===== src/rtl/dacs_pkg.sv =====
`default_nettype none
// ----------------------------------------------------------------------------
// dacs_pkg
// Shared types, constants and helpers for the accumulator machine step block.
// ----------------------------------------------------------------------------
package dacs_pkg;

    localparam int MEMORY_WORDS = 4096;
    localparam int MEM_AW       = $clog2(MEMORY_WORDS);

    localparam int IN_W  = 56;
    localparam int OUT_W = 120;

    localparam logic [5:0] TAPE_STOP = 6'd32;

    typedef enum logic [1:0] {
        CMD_WRITE = 2'd0,
        CMD_STEP  = 2'd1,
        CMD_RESET = 2'd2,
        CMD_READ  = 2'd3
    } t_cmd;

    typedef enum logic [1:0] {
        ST_RUNNING  = 2'd0,
        ST_STOPPED  = 2'd1,
        ST_OVERFLOW = 2'd2,
        ST_WAITING  = 2'd3
    } t_run;

    typedef enum logic [1:0] {
        TS_PRESENT = 2'd0,
        TS_NOT_RDY = 2'd1,
        TS_END     = 2'd2,
        TS_BAD     = 2'd3
    } t_tape;

    typedef enum logic [3:0] {
        OP_STOP   = 4'h0,
        OP_LOAD   = 4'h1,
        OP_STADR  = 4'h2,
        OP_RETAD  = 4'h3,
        OP_TAPE   = 4'h4,
        OP_DIV    = 4'h5,
        OP_MULLO  = 4'h6,
        OP_MULHI  = 4'h7,
        OP_OUTCHR = 4'h8,
        OP_EXTR   = 4'h9,
        OP_JUMP   = 4'hA,
        OP_TEST   = 4'hB,
        OP_STORE  = 4'hC,
        OP_STCLR  = 4'hD,
        OP_ADD    = 4'hE,
        OP_SUB    = 4'hF
    } t_op;

    typedef enum logic [3:0] {
        S_CLEAR,
        S_IDLE,
        S_DISPATCH,
        S_READ,
        S_FETCH,
        S_EXEC,
        S_ITER,
        S_ROUND,
        S_FINISH,
        S_RESULT
    } t_state;

    typedef enum logic [1:0] {
        RS_ADDR,
        RS_PC,
        RS_OPND
    } t_rsel;

    typedef struct packed {
        logic  in_ready;
        logic  clear_wr;
        logic  wr_in;
        logic  regs_rst;
        logic  step_begin;
        logic  tape_now;
        logic  latch_rd;
        logic  fetch;
        logic  exec;
        logic  iter_step;
        logic  round;
        logic  finish;
        logic  load_out;
        t_rsel rsel;
    } t_ctrl_cmd;

    typedef struct packed {
        t_cmd cmd;
        logic halted;
        logic tape_active;
        logic long_op;
        logic iter_last;
        logic clear_last;
        logic out_free;
    } t_dp_stat;

    // magnitude of the 31-bit value held in bits 31..1
    function automatic logic [30:0] word_mag(input logic [31:0] w);
        logic [30:0] v;
        v = w[31:1];
        word_mag = w[31] ? (~v + 31'd1) : v;
    endfunction

endpackage

`default_nettype wire


===== src/rtl/dacs_ctrl.sv =====
`default_nettype none
// ----------------------------------------------------------------------------
// dacs_ctrl
// Sequencer: store clearing, command dispatch, fetch/execute and iteration.
// ----------------------------------------------------------------------------
module dacs_ctrl (
    input  wire                  i_clk,
    input  wire                  i_rst_n,
    input  wire                  i_in_valid,
    input  dacs_pkg::t_dp_stat   i_stat,
    output dacs_pkg::t_ctrl_cmd  o_cmd
);

    dacs_pkg::t_state r_state;
    dacs_pkg::t_state n_state;

    always_ff @(posedge i_clk) begin
        if (!i_rst_n) begin
            r_state <= dacs_pkg::S_CLEAR;
        end else begin
            r_state <= n_state;
        end
    end

    always_comb begin
        n_state = r_state;
        o_cmd   = '0;
        o_cmd.rsel = dacs_pkg::RS_ADDR;
        unique case (r_state)
            dacs_pkg::S_CLEAR: begin
                o_cmd.clear_wr = 1'b1;
                if (i_stat.clear_last) begin
                    n_state = dacs_pkg::S_IDLE;
                end
            end
            dacs_pkg::S_IDLE: begin
                o_cmd.in_ready = 1'b1;
                if (i_in_valid) begin
                    n_state = dacs_pkg::S_DISPATCH;
                end
            end
            dacs_pkg::S_DISPATCH: begin
                unique case (i_stat.cmd)
                    dacs_pkg::CMD_WRITE: begin
                        o_cmd.wr_in = 1'b1;
                        n_state     = dacs_pkg::S_RESULT;
                    end
                    dacs_pkg::CMD_RESET: begin
                        o_cmd.regs_rst = 1'b1;
                        n_state        = dacs_pkg::S_RESULT;
                    end
                    dacs_pkg::CMD_READ: begin
                        o_cmd.rsel = dacs_pkg::RS_ADDR;
                        n_state    = dacs_pkg::S_READ;
                    end
                    dacs_pkg::CMD_STEP: begin
                        if (i_stat.halted) begin
                            n_state = dacs_pkg::S_RESULT;
                        end else if (i_stat.tape_active) begin
                            o_cmd.step_begin = 1'b1;
                            o_cmd.tape_now   = 1'b1;
                            n_state          = dacs_pkg::S_RESULT;
                        end else begin
                            o_cmd.step_begin = 1'b1;
                            o_cmd.rsel       = dacs_pkg::RS_PC;
                            n_state          = dacs_pkg::S_FETCH;
                        end
                    end
                    default: n_state = dacs_pkg::S_RESULT;
                endcase
            end
            dacs_pkg::S_READ: begin
                o_cmd.latch_rd = 1'b1;
                n_state        = dacs_pkg::S_RESULT;
            end
            dacs_pkg::S_FETCH: begin
                o_cmd.fetch = 1'b1;
                o_cmd.rsel  = dacs_pkg::RS_OPND;
                n_state     = dacs_pkg::S_EXEC;
            end
            dacs_pkg::S_EXEC: begin
                o_cmd.exec = 1'b1;
                n_state    = i_stat.long_op ? dacs_pkg::S_ITER : dacs_pkg::S_RESULT;
            end
            dacs_pkg::S_ITER: begin
                o_cmd.iter_step = 1'b1;
                if (i_stat.iter_last) begin
                    n_state = dacs_pkg::S_ROUND;
                end
            end
            dacs_pkg::S_ROUND: begin
                o_cmd.round = 1'b1;
                n_state     = dacs_pkg::S_FINISH;
            end
            dacs_pkg::S_FINISH: begin
                o_cmd.finish = 1'b1;
                n_state      = dacs_pkg::S_RESULT;
            end
            dacs_pkg::S_RESULT: begin
                if (i_stat.out_free) begin
                    o_cmd.load_out = 1'b1;
                    n_state        = dacs_pkg::S_IDLE;
                end
            end
            default: n_state = dacs_pkg::S_IDLE;
        endcase
    end

endmodule

`default_nettype wire


===== config.mk =====
export PLATFORM = sky130hd
export DESIGN_NAME = dacs_ctrl
export DESIGN_NICKNAME = d
export VERILOG_FILES = /design/src/rtl/dacs_pkg.sv /design/src/rtl/dacs_ctrl.sv
export SDC_FILE = /design/constraint.sdc
export NUM_CORES = 1
export LEC_CHECK = 0
export ABC_AREA = 1
export BUFFER_PORTS_ARGS = -buffer_cell sky130_fd_sc_hd__buf_2
export CAP_MARGIN = 20
export CORE_AREA = 5 5 42 44
export DETAILED_ROUTE_END_ITERATION = 6
export DIE_AREA = 0 0 47 49
export GPL_ROUTABILITY_DRIVEN = 0
export PLACE_DENSITY_LB_ADDON = 0.2
export SYNTH_ARGS = -nofsm -noshare
export SYNTH_HDL_FRONTEND = slang
export SYNTH_SLANG_ARGS = --single-unit

===== constraint.sdc =====
create_clock -name i_clk -period 2.4 [get_ports i_clk]
set_input_delay 0.24 -clock i_clk [delete_from_list [all_inputs] [get_ports i_clk]]
set_output_delay 0.24 -clock i_clk [all_outputs]
set_load 0.01 [all_outputs]

### After elaboration in Yosys (flattened, before gate mapping)

Index checks and enable logic that the tools add are counted.

| cells by class | value |
|---|---|
| eq/ne operators | 16 |
| reduce and logical (&&, ||, !) cells | 5 |
| mux-type cells | 29 |

Operator list:

| kind | count |
|---|---|
| $pmux 4 s9 | 1 |
| $mux 4 | 8 |
| $eq 4x3->1 const B | 4 |
| $mux 1 | 16 |
| $pmux 4 s3 | 1 |
| $eq 4x2->1 const B | 2 |
| $eq 4x4->1 const B | 2 |
| $ne 2x2->1 const B | 4 |
| $eq 2x2->1 const B | 2 |
| $eq 4x1->1 const B | 1 |
| $logic_not 4->1 | 1 |
| $mux 2 | 2 |
| $pmux 2 s2 | 1 |
| $reduce_and 4->1 | 1 |
| $reduce_or 2->1 | 2 |
| $eq 2x1->1 const B | 1 |
| $logic_not 2->1 | 1 |

| word-level totals | value |
|---|---|
| flip-flop bits (word level) | 4 |
| output and inout bits | 15 |

### Logic depth before layout (Yosys ltp)

Gate-level depths: netlist of the first run.

| depth | value |
|---|---|
| word-level depth | 4 |
| gate-level depth with buffers | 9 |

### Worst setup path after synthesis of the first run

Ideal clock, no wire load.

| path | value |
|---|---|
| path type | flip-flop to output port |
| start point | register r_state[1] |
| end point | output port o_cmd[9] (netlist bit) |
| stages on the path, launching flop included | 6 |
| slack | 1.064 ns |
| arrival time | 1.096 ns |
| data required time | 2.160 ns |
| path buffers | 0 |
| cells stage by stage | dfxtp_1 > nand2_2 > nor2_4 > inv_2 > nor3_2 > and2_1 |

RTL lines:

| what | line | RTL |
|---|---|---|
| from (decl) | dacs_ctrl.sv:14 | `dacs_pkg::t_state r_state;` |
| from (signal assigned) | dacs_ctrl.sv:19 | `r_state <= dacs_pkg::S_CLEAR;` |
| from (signal assigned) | dacs_ctrl.sv:21 | `r_state <= n_state;` |
| to (decl) | dacs_ctrl.sv:11 | `output dacs_pkg::t_ctrl_cmd o_cmd` |

==> results summary, run 1 <==
The die is 49 um tall. Of the synthesized area, sequential elements account for 18.4%. Setup repair after global routing left no endpoint under its margin. The number of nets in the layout is between 100 and 150. Leaving out fill and tap cells, the most frequent cells in the layout are 25 x buf_2, 20 x nand2_1, 15 x inv_1. The post-CTS setup repair buffer count is 0. The post-cts repair resize count is 0. The via count of the first global-routing pass is 514.

The number of antenna violations at the first check in global routing came out at 0. The iteration count of the initial detailed-routing pass is 4. After floorplanning, the core was sized to cover 0.00140 mm^2. The number of port buffers is 25. The area overhead of the layout relative to synthesis is 36.9%. The worst setup path is of the flip-flop to output port kind.

STA classifies the critical path endpoint as an output port. The later-pin clock latency in the skew report came out at ~240 ps. The worst endpoint required time is roughly 2200 ps. CTS saw 4 sinks.

The Yosys step of the flow raised 0 warnings. The time the worst path needs with I/O delays and setup is roughly 1600 ps. The repair_antennas step left the layout with diodes totalling 0. Entering global routing, the biggest net connects 8 pins.

Synthesis inferred 4 register bits. The finished cells cover 594 um^2. The power density of the placed cells is ~600 mW/mm^2. Leaving out fill and tap cells, the most frequent cell in the layout is buf_2. The largest registers in the layout are r_state (4).

Counting cells, the worst reg-to-reg path comes to 7. The worst setup path is launched from a flip-flop. In the final layout, the share of cells above drive strength 1 is between 30 and 40%.

The number of max-slew violations in the final report was 0. The count of unique library cells instantiated by Yosys came out at 19. In this run, CTS created clock tree buffers numbering 3.

Hold repair after CTS inserted 0 buffers. The post-CTS clock slew at the launch and capture registers of the worst setup and hold paths came out at 40 ps. The overall overflow remaining after global route is 0. The total DRC errors in the routed layout is 0. After synthesis, the largest family of logic cells by area is simple AND/OR/NAND/NOR gates. The final critical path takes up 68.7% of the cycle. The register-to-register setup slack is approximately 1200 ps. The worst-case clock skew came out at between 2 and 2.5 ps. The flip-flop and latch area came out at roughly 80 um^2. At the pin with the least slew margin, the transition time is ~280 ps.

The upper clock frequency limit is about 600 MHz. The first global-routing pass estimated 1950 um of wire. The HPWL reported at the end of detailed placement came out at 1060 um. The fraction of the core area covered by cells at the end of the flow came out at ~42%.

The met1 track utilization from global routing is roughly 16%. Measured against the total synthesized area, the mux share comes to 0%. The largest buffer count on any clock path is 2. The relative slew slack came out at around four fifths. After detailed routing, the average wire length per cell comes to 9.64 um. The final hold violation count is 0. The flow ran to the end, and the final reports show no timing, DRC or antenna violations.

For hold timing, the worst endpoint is r_state[3]. The share of the synthesized netlist area taken by xor and xnor gates came out at 0%. The net count after synthesis came out at 93. Of the total synthesized cell area, the portion taken by full adders, half adders and majority gates is 0%. The total die area came out at 0.00230 mm^2.

More flip-flops sit in one register than any other, and that register is r_state. The number of standard cells after synthesis came out at 82. The synthesized-area fraction occupied by ao, oa, aoi and oai cells is under 10%. The placed instances occupy a cell area of about 570 um^2. The maximum resistive drop on vdd is between 0.0002 and 0.00025 V.

The number of max-capacitance violations reported is 0. In this run the critical register-to-register path is captured at r_state[3]. In the final layout, the multi-input gates occupy between 200 and 300 um^2.

The detailed router placed between 500 and 600 vias in this run. The average instance in the mapped netlist occupies between 5 and 6 um^2. The total number of H-tree levels is 1. The global-route total usage across every layer came out at between 10% and 20%. Dividing the detail-routed via count by the number of cells gives 4.55. The clock tree root buffer cell is clkbuf_4.

From left edge to right edge, the die measures about 47 um. Global routing consumed, on the met3 layer, between 3 and 4% of the routing resources. The wire length after detailed routing came out at roughly 1200 um.

The violation count after the first detailed-routing iteration came out at 10. The simple-gate area share of the yosys netlist came out at roughly 60%. The total standard cell area after synthesis came out at ~430 um^2. The TritonCTS clock tree is yes. After global routing, the most crowded layer is met2.

The number of flip-flops in the largest register came out at 4. The count of nets left with antenna violations once routing finished came out at 0. The number of filler instances in the final layout is 170. The number of instances on the worst hold path came out at 3. After floorplanning, the core was divided into 14 placement rows. The signal on the critical path passes through nand2_2, nor2_4, inv_2, nor3_2, and2_1, buf_2. The cell type of the slowest stage on the worst timing path is dfxtp_1. Once the floorplan was initialized, standard cells occupied 31.0% of the core. On the final layout, the worst hold slack is a little under 200 ps. The startpoint identified for the worst hold timing path is i_rst_n.

The post-route setup TNS came out at 0 ps. Summed over all cells, the static leakage comes to ~0.4 nW. The largest stage delay on the critical path came out at about 460 ps. The final setup violation count is 0. Of all nets on the critical path, the largest fanout is 7. The path class of the tightest hold or removal check is primary input to flip-flop.

Grouping stages by cell kind, the critical path spends the most delay in simple AND/OR/NAND/NOR gates. For the worst setup path, the data arrival time is 1410 ps. The total I/O pin count came out at 26.

The sum of buffers and inverters on the critical path came out at 2. In this run the critical register-to-register path is launched from r_state[0]. The met2 track demand over resource is between 10% and 20%.
## per-stage QoR
| stage | instances | power (mW) | worst slack [ps] |
|---|---|---|---|
| after floorplan | 82 | 0.211 | 1060 |
| after global placement | 122 | 0.264 | 999 |
| after detailed placement | 122 | 0.264 | 1000 |
| after CTS | 125 | 0.349 | 747 |
| after global routing | 125 | 0.382 | 623 |
| final | 125 | 0.347 | 752 |
## power by group
part | switching (mW) | internal (mW)
Combinational | 0.105 | 0.0615
Sequential | 0.0189 | 0.0773
Clock | 0.0282 | 0.0560
## routing by layer
| metal | up-vias | wire length, um |
|---|---|---|
| met5 | - | 0 |
| met2 | 25 | 517 |
| met4 | 0 | 20 |
| li1 | 309 | - |
| met1 | 233 | 543 |
| met3 | 2 | 124 |
## synthesized netlist by cell type
cell type,count,area [um^2]
nor4_1,1,6.26
nand4_1,1,6.26
nand3_1,8,40.0
nand2_2,2,12.5
nor3_1,4,20.0
nand2_1,20,75.1
nor2_1,14,52.6
nor2_2,1,6.26
a31oi_1,1,6.26
a21oi_1,2,10.0
nor2_4,1,11.3
nand3b_1,2,15.0
o21ai_0,1,5.00
dfxtp_1,4,80.1
buf_4,1,7.51
inv_1,15,56.3
nor3_2,1,10.0
inv_2,2,7.51
and2_1,1,6.26
## worst max-delay path by stage
stage / slack [ps] / to / cells past startpoint / startpoint
after global routing: 620 / o_cmd[9] / 6 / r_state[1]
after floorplan: 1060 / o_cmd[9] / 5 / r_state[1]
after CTS: 750 / o_cmd[9] / 6 / r_state[1]
after global placement: 1000 / o_cmd[9] / 6 / r_state[1]
final: 750 / o_cmd[9] / 6 / r_state[1]
after detailed placement: 1000 / o_cmd[9] / 6 / r_state[1]
## worst register-to-register path: stages (launching register included)
cell	delay, ps
dfxtp_1	470
nor2_1	140
nand2_1	100
nand2_1	50
nor2_1	170
nand3_1	110
nand2_1	60
inv_1	30
## cell families (layout without fill, tap and decap cells)
logic type	count (synthesis)	after routing
flip-flops	4	4
AO/OA/AOI/OAI	4	4
AND/OR/NAND/NOR	56	56
buffers and inverters	18	45
## cell type report
type / count / share of cell area, %
tap: 16 / 3.37
sequential: 4 / 13.5
clock buffer: 3 / 3.79
inverter: 17 / 10.7
timing repair buffer: 25 / 21.1
multi-input combinational: 60 / 47.6
(Power assumes the default switching activity.)
==> run 2: changes to the inputs <==
Clock period 2.4 ns to 1.56 ns, I/O delays scaled along.
==> results summary, run 2 (synthesis results as in run 1) <==
The flow ran to the end, and the final reports show no timing, DRC or antenna violations. In this design, the largest share of critical-path delay is due to simple AND/OR/NAND/NOR gates. The upper clock frequency limit is 682 MHz. The largest driver fanout on the critical path came out at 5. The finished layout holds ~130 standard cells, fillers aside.

The core region area is between 0.001 and 0.0015 mm^2. The total I/O pin count is 26. After detailed routing, the total wire length is around 1300 um. The number of port buffers is 25. Entering global routing, the biggest net connects 8 pins. The fraction of the core area covered by cells at the end of the flow is between 40% and 50%. The number of flip-flops in the largest register came out at 4. The largest buffer count on any clock path is 2. The register with the most flip-flops in the final layout is r_state. The floorplan step defined a die boundary enclosing about 0.0023 mm^2.

The post-CTS clock slew at the launch and capture registers of the worst setup and hold paths came out at roughly 40 ps. Max-cap violations in this run came to 0. The class of the tightest hold or removal check is primary input to flip-flop.

The first detailed-routing pass took 4 iterations. The HPWL reported at the end of detailed placement came out at 1060 um. The final hold violation count is 0. The antenna diode count is 0. The relative slew slack came out at between 80% and 90%. The starting density of the core is between 30% and 40%.

The sum of buffers and inverters on the critical path is 3. The share of power burned in registers is between 20% and 30%. In the final routed layout, each cell accounts on average for 9.90 um. The net switching power is between 200 and 250 uW. The violation count after the first detailed-routing iteration is 11. The arrival time of the worst setup path came out at approximately 1300 ps. In the final layout, the registers with the most flip-flops are r_state (4). The library cells used most frequently in the layout, excluding fill and tap cells, are 25 x buf_2, 19 x nand2_1, 14 x nor2_1. The share of post-route cells with drive strength above 1 came out at 38.7%. In this run, CTS created clock tree buffers numbering 3. The worst endpoint required time came out at about 1400 ps. The area overhead of the layout relative to synthesis is 42.9%.

The final hold slack is 113 ps. Net switching is a little over two fifths of the power. Leaving out fill and tap cells, the most frequent cell in the layout is buf_2.

For the final routed database, the setup TNS stands at 0 ps. Power spread over the standard cell area amounts to approximately 900 mW/mm^2. The overall overflow remaining after global route came out at 0. The analysis attributes to cell leakage a power of ~0.40 nW. The die height came out at roughly 49 um.

The ratio of final minimum period to clock period came out at around 94%. The critical path is of the flip-flop to output port type. The via count of the first global-routing pass is 514. The floorplan has 14 rows. The number of nets in the layout came out at around 120.

The worst-case clock skew is 0.639 ps. The TritonCTS clock tree is yes. The most common cell type on the critical path is inv_2. The count of hold-fix buffers inserted at cts is 0. The clock share of power is between 20% and 30%. The critical path goes through inv_2, nand2_2, nor2_4, inv_2, nor3_2, and2_1, buf_2.

The final setup violation count is 0. STA classifies the critical path endpoint as an output port. The final route contains just under 600 vias.

The number of antenna violations at the first check in global routing was 0. For this run, the slowest stage of the critical path takes 330 ps. The routed via count divided by cell count came out at around 4.5. The cell sitting at the root of the clock tree is a clkbuf_4.

The worst setup path is launched from a flip-flop. The slowest stage of the critical path belongs to the cell dfxtp_1. The global-route total usage across every layer came out at ~11%. The first global-routing pass estimated 1950 um of wire. The internal power is about 320 uW. The die is ~47 um wide. The total clock sinks came out at 4. The number of placed instances with taps included came out at 122. The number of max-slew violations in the final report came out at 0.

Combinational cells account for 48.4% of the total power. The maximum resistive drop on vdd is around 0.00034 V. The detail route stage leaves a number of antenna-violating nets equal to 0. The transition time at the pin with the least slew margin came out at 279 ps. The time the worst path needs with I/O delays and setup came out at ~1500 ps. For the worst-skew pair, the clock arrives at the later sink with an insertion delay of roughly 240 ps.

In the routed design, unresolved DRC markers number 0. The total number of H-tree levels came out at 1.
## run 2: changes by cell type in the layout (fill, tap and decap cells not counted)
cell	delta
nand2_2	+1
dfxtp_4	+1
dfxtp_2	+2
dfxtp_1	-3
nand2_1	-1
inv_4	+1
inv_1	-2
buf_4	+2
inv_2	+1
## run 2: power groups by stage
stage / sequential [mW] / clock (mW) / combinational, mW
floorplan: 0.142 / 0 / 0.183
global placement: 0.150 / 0 / 0.256
detailed placement: 0.149 / 0 / 0.257
CTS: 0.148 / 0.133 / 0.258
global route: 0.159 / 0.140 / 0.313
finish: 0.156 / 0.131 / 0.270
## run 2: layer usage
layer / routed length (um) / global-route usage [%]
met1: 542 / 15.6
met2: 552 / 16.5
met3: 141 / 3.32
met4: 20 / 4.15
met5: 0 / 0
## run 2: path summary, 6_finish.rpt
| kind | slack [ps] | end | from | depth (start not counted) |
|---|---|---|---|---|
| worst min register to register | 640 | r_state[2] | r_state[0] | 3 |
| worst max-delay path | 90 | o_cmd[9] | r_state[3] | 7 |
| worst min-delay path | 110 | r_state[3] | i_rst_n | 3 |
| worst max register to register | 320 | r_state[3] | r_state[3] | 8 |
## run 2: area by class of cell
| type | count | area (um^2) |
|---|---|---|
| fillers | 169 | 781 |
| multi-input cells | 60 | 285 |
| repair buffers | 27 | 140 |
| flip-flops and latches | 4 | 86.3 |
| inverters | 17 | 66.3 |
| clock buffers | 3 | 22.5 |
| well taps | 16 | 20.0 |
## run 2: repair_timing
item / in CTS / in global routing
setup endpoints to repair: 1 / 1
gates resized for setup: 1 / 7
buffers inserted: 0 / 2
pin swaps: 0 / 1
## run 2: worst reg2reg max path: stages (launching register included)
cell and delay (ps):
dfxtp_1 370, inv_2 70, buf_4 140, nand2_1 120
nor3_1 70, nor2_1 160, nand3_1 110, nand2_1 70
inv_1 30
## run 2: through the flow
stage	worst slack (ps)	total power [mW]	area [um^2]
after detailed placement	246	0.405	572
after global routing	-5.88	0.611	621
after global placement	243	0.406	572
final	94.6	0.557	621
after floorplan	308	0.324	434
after CTS	10.3	0.538	596
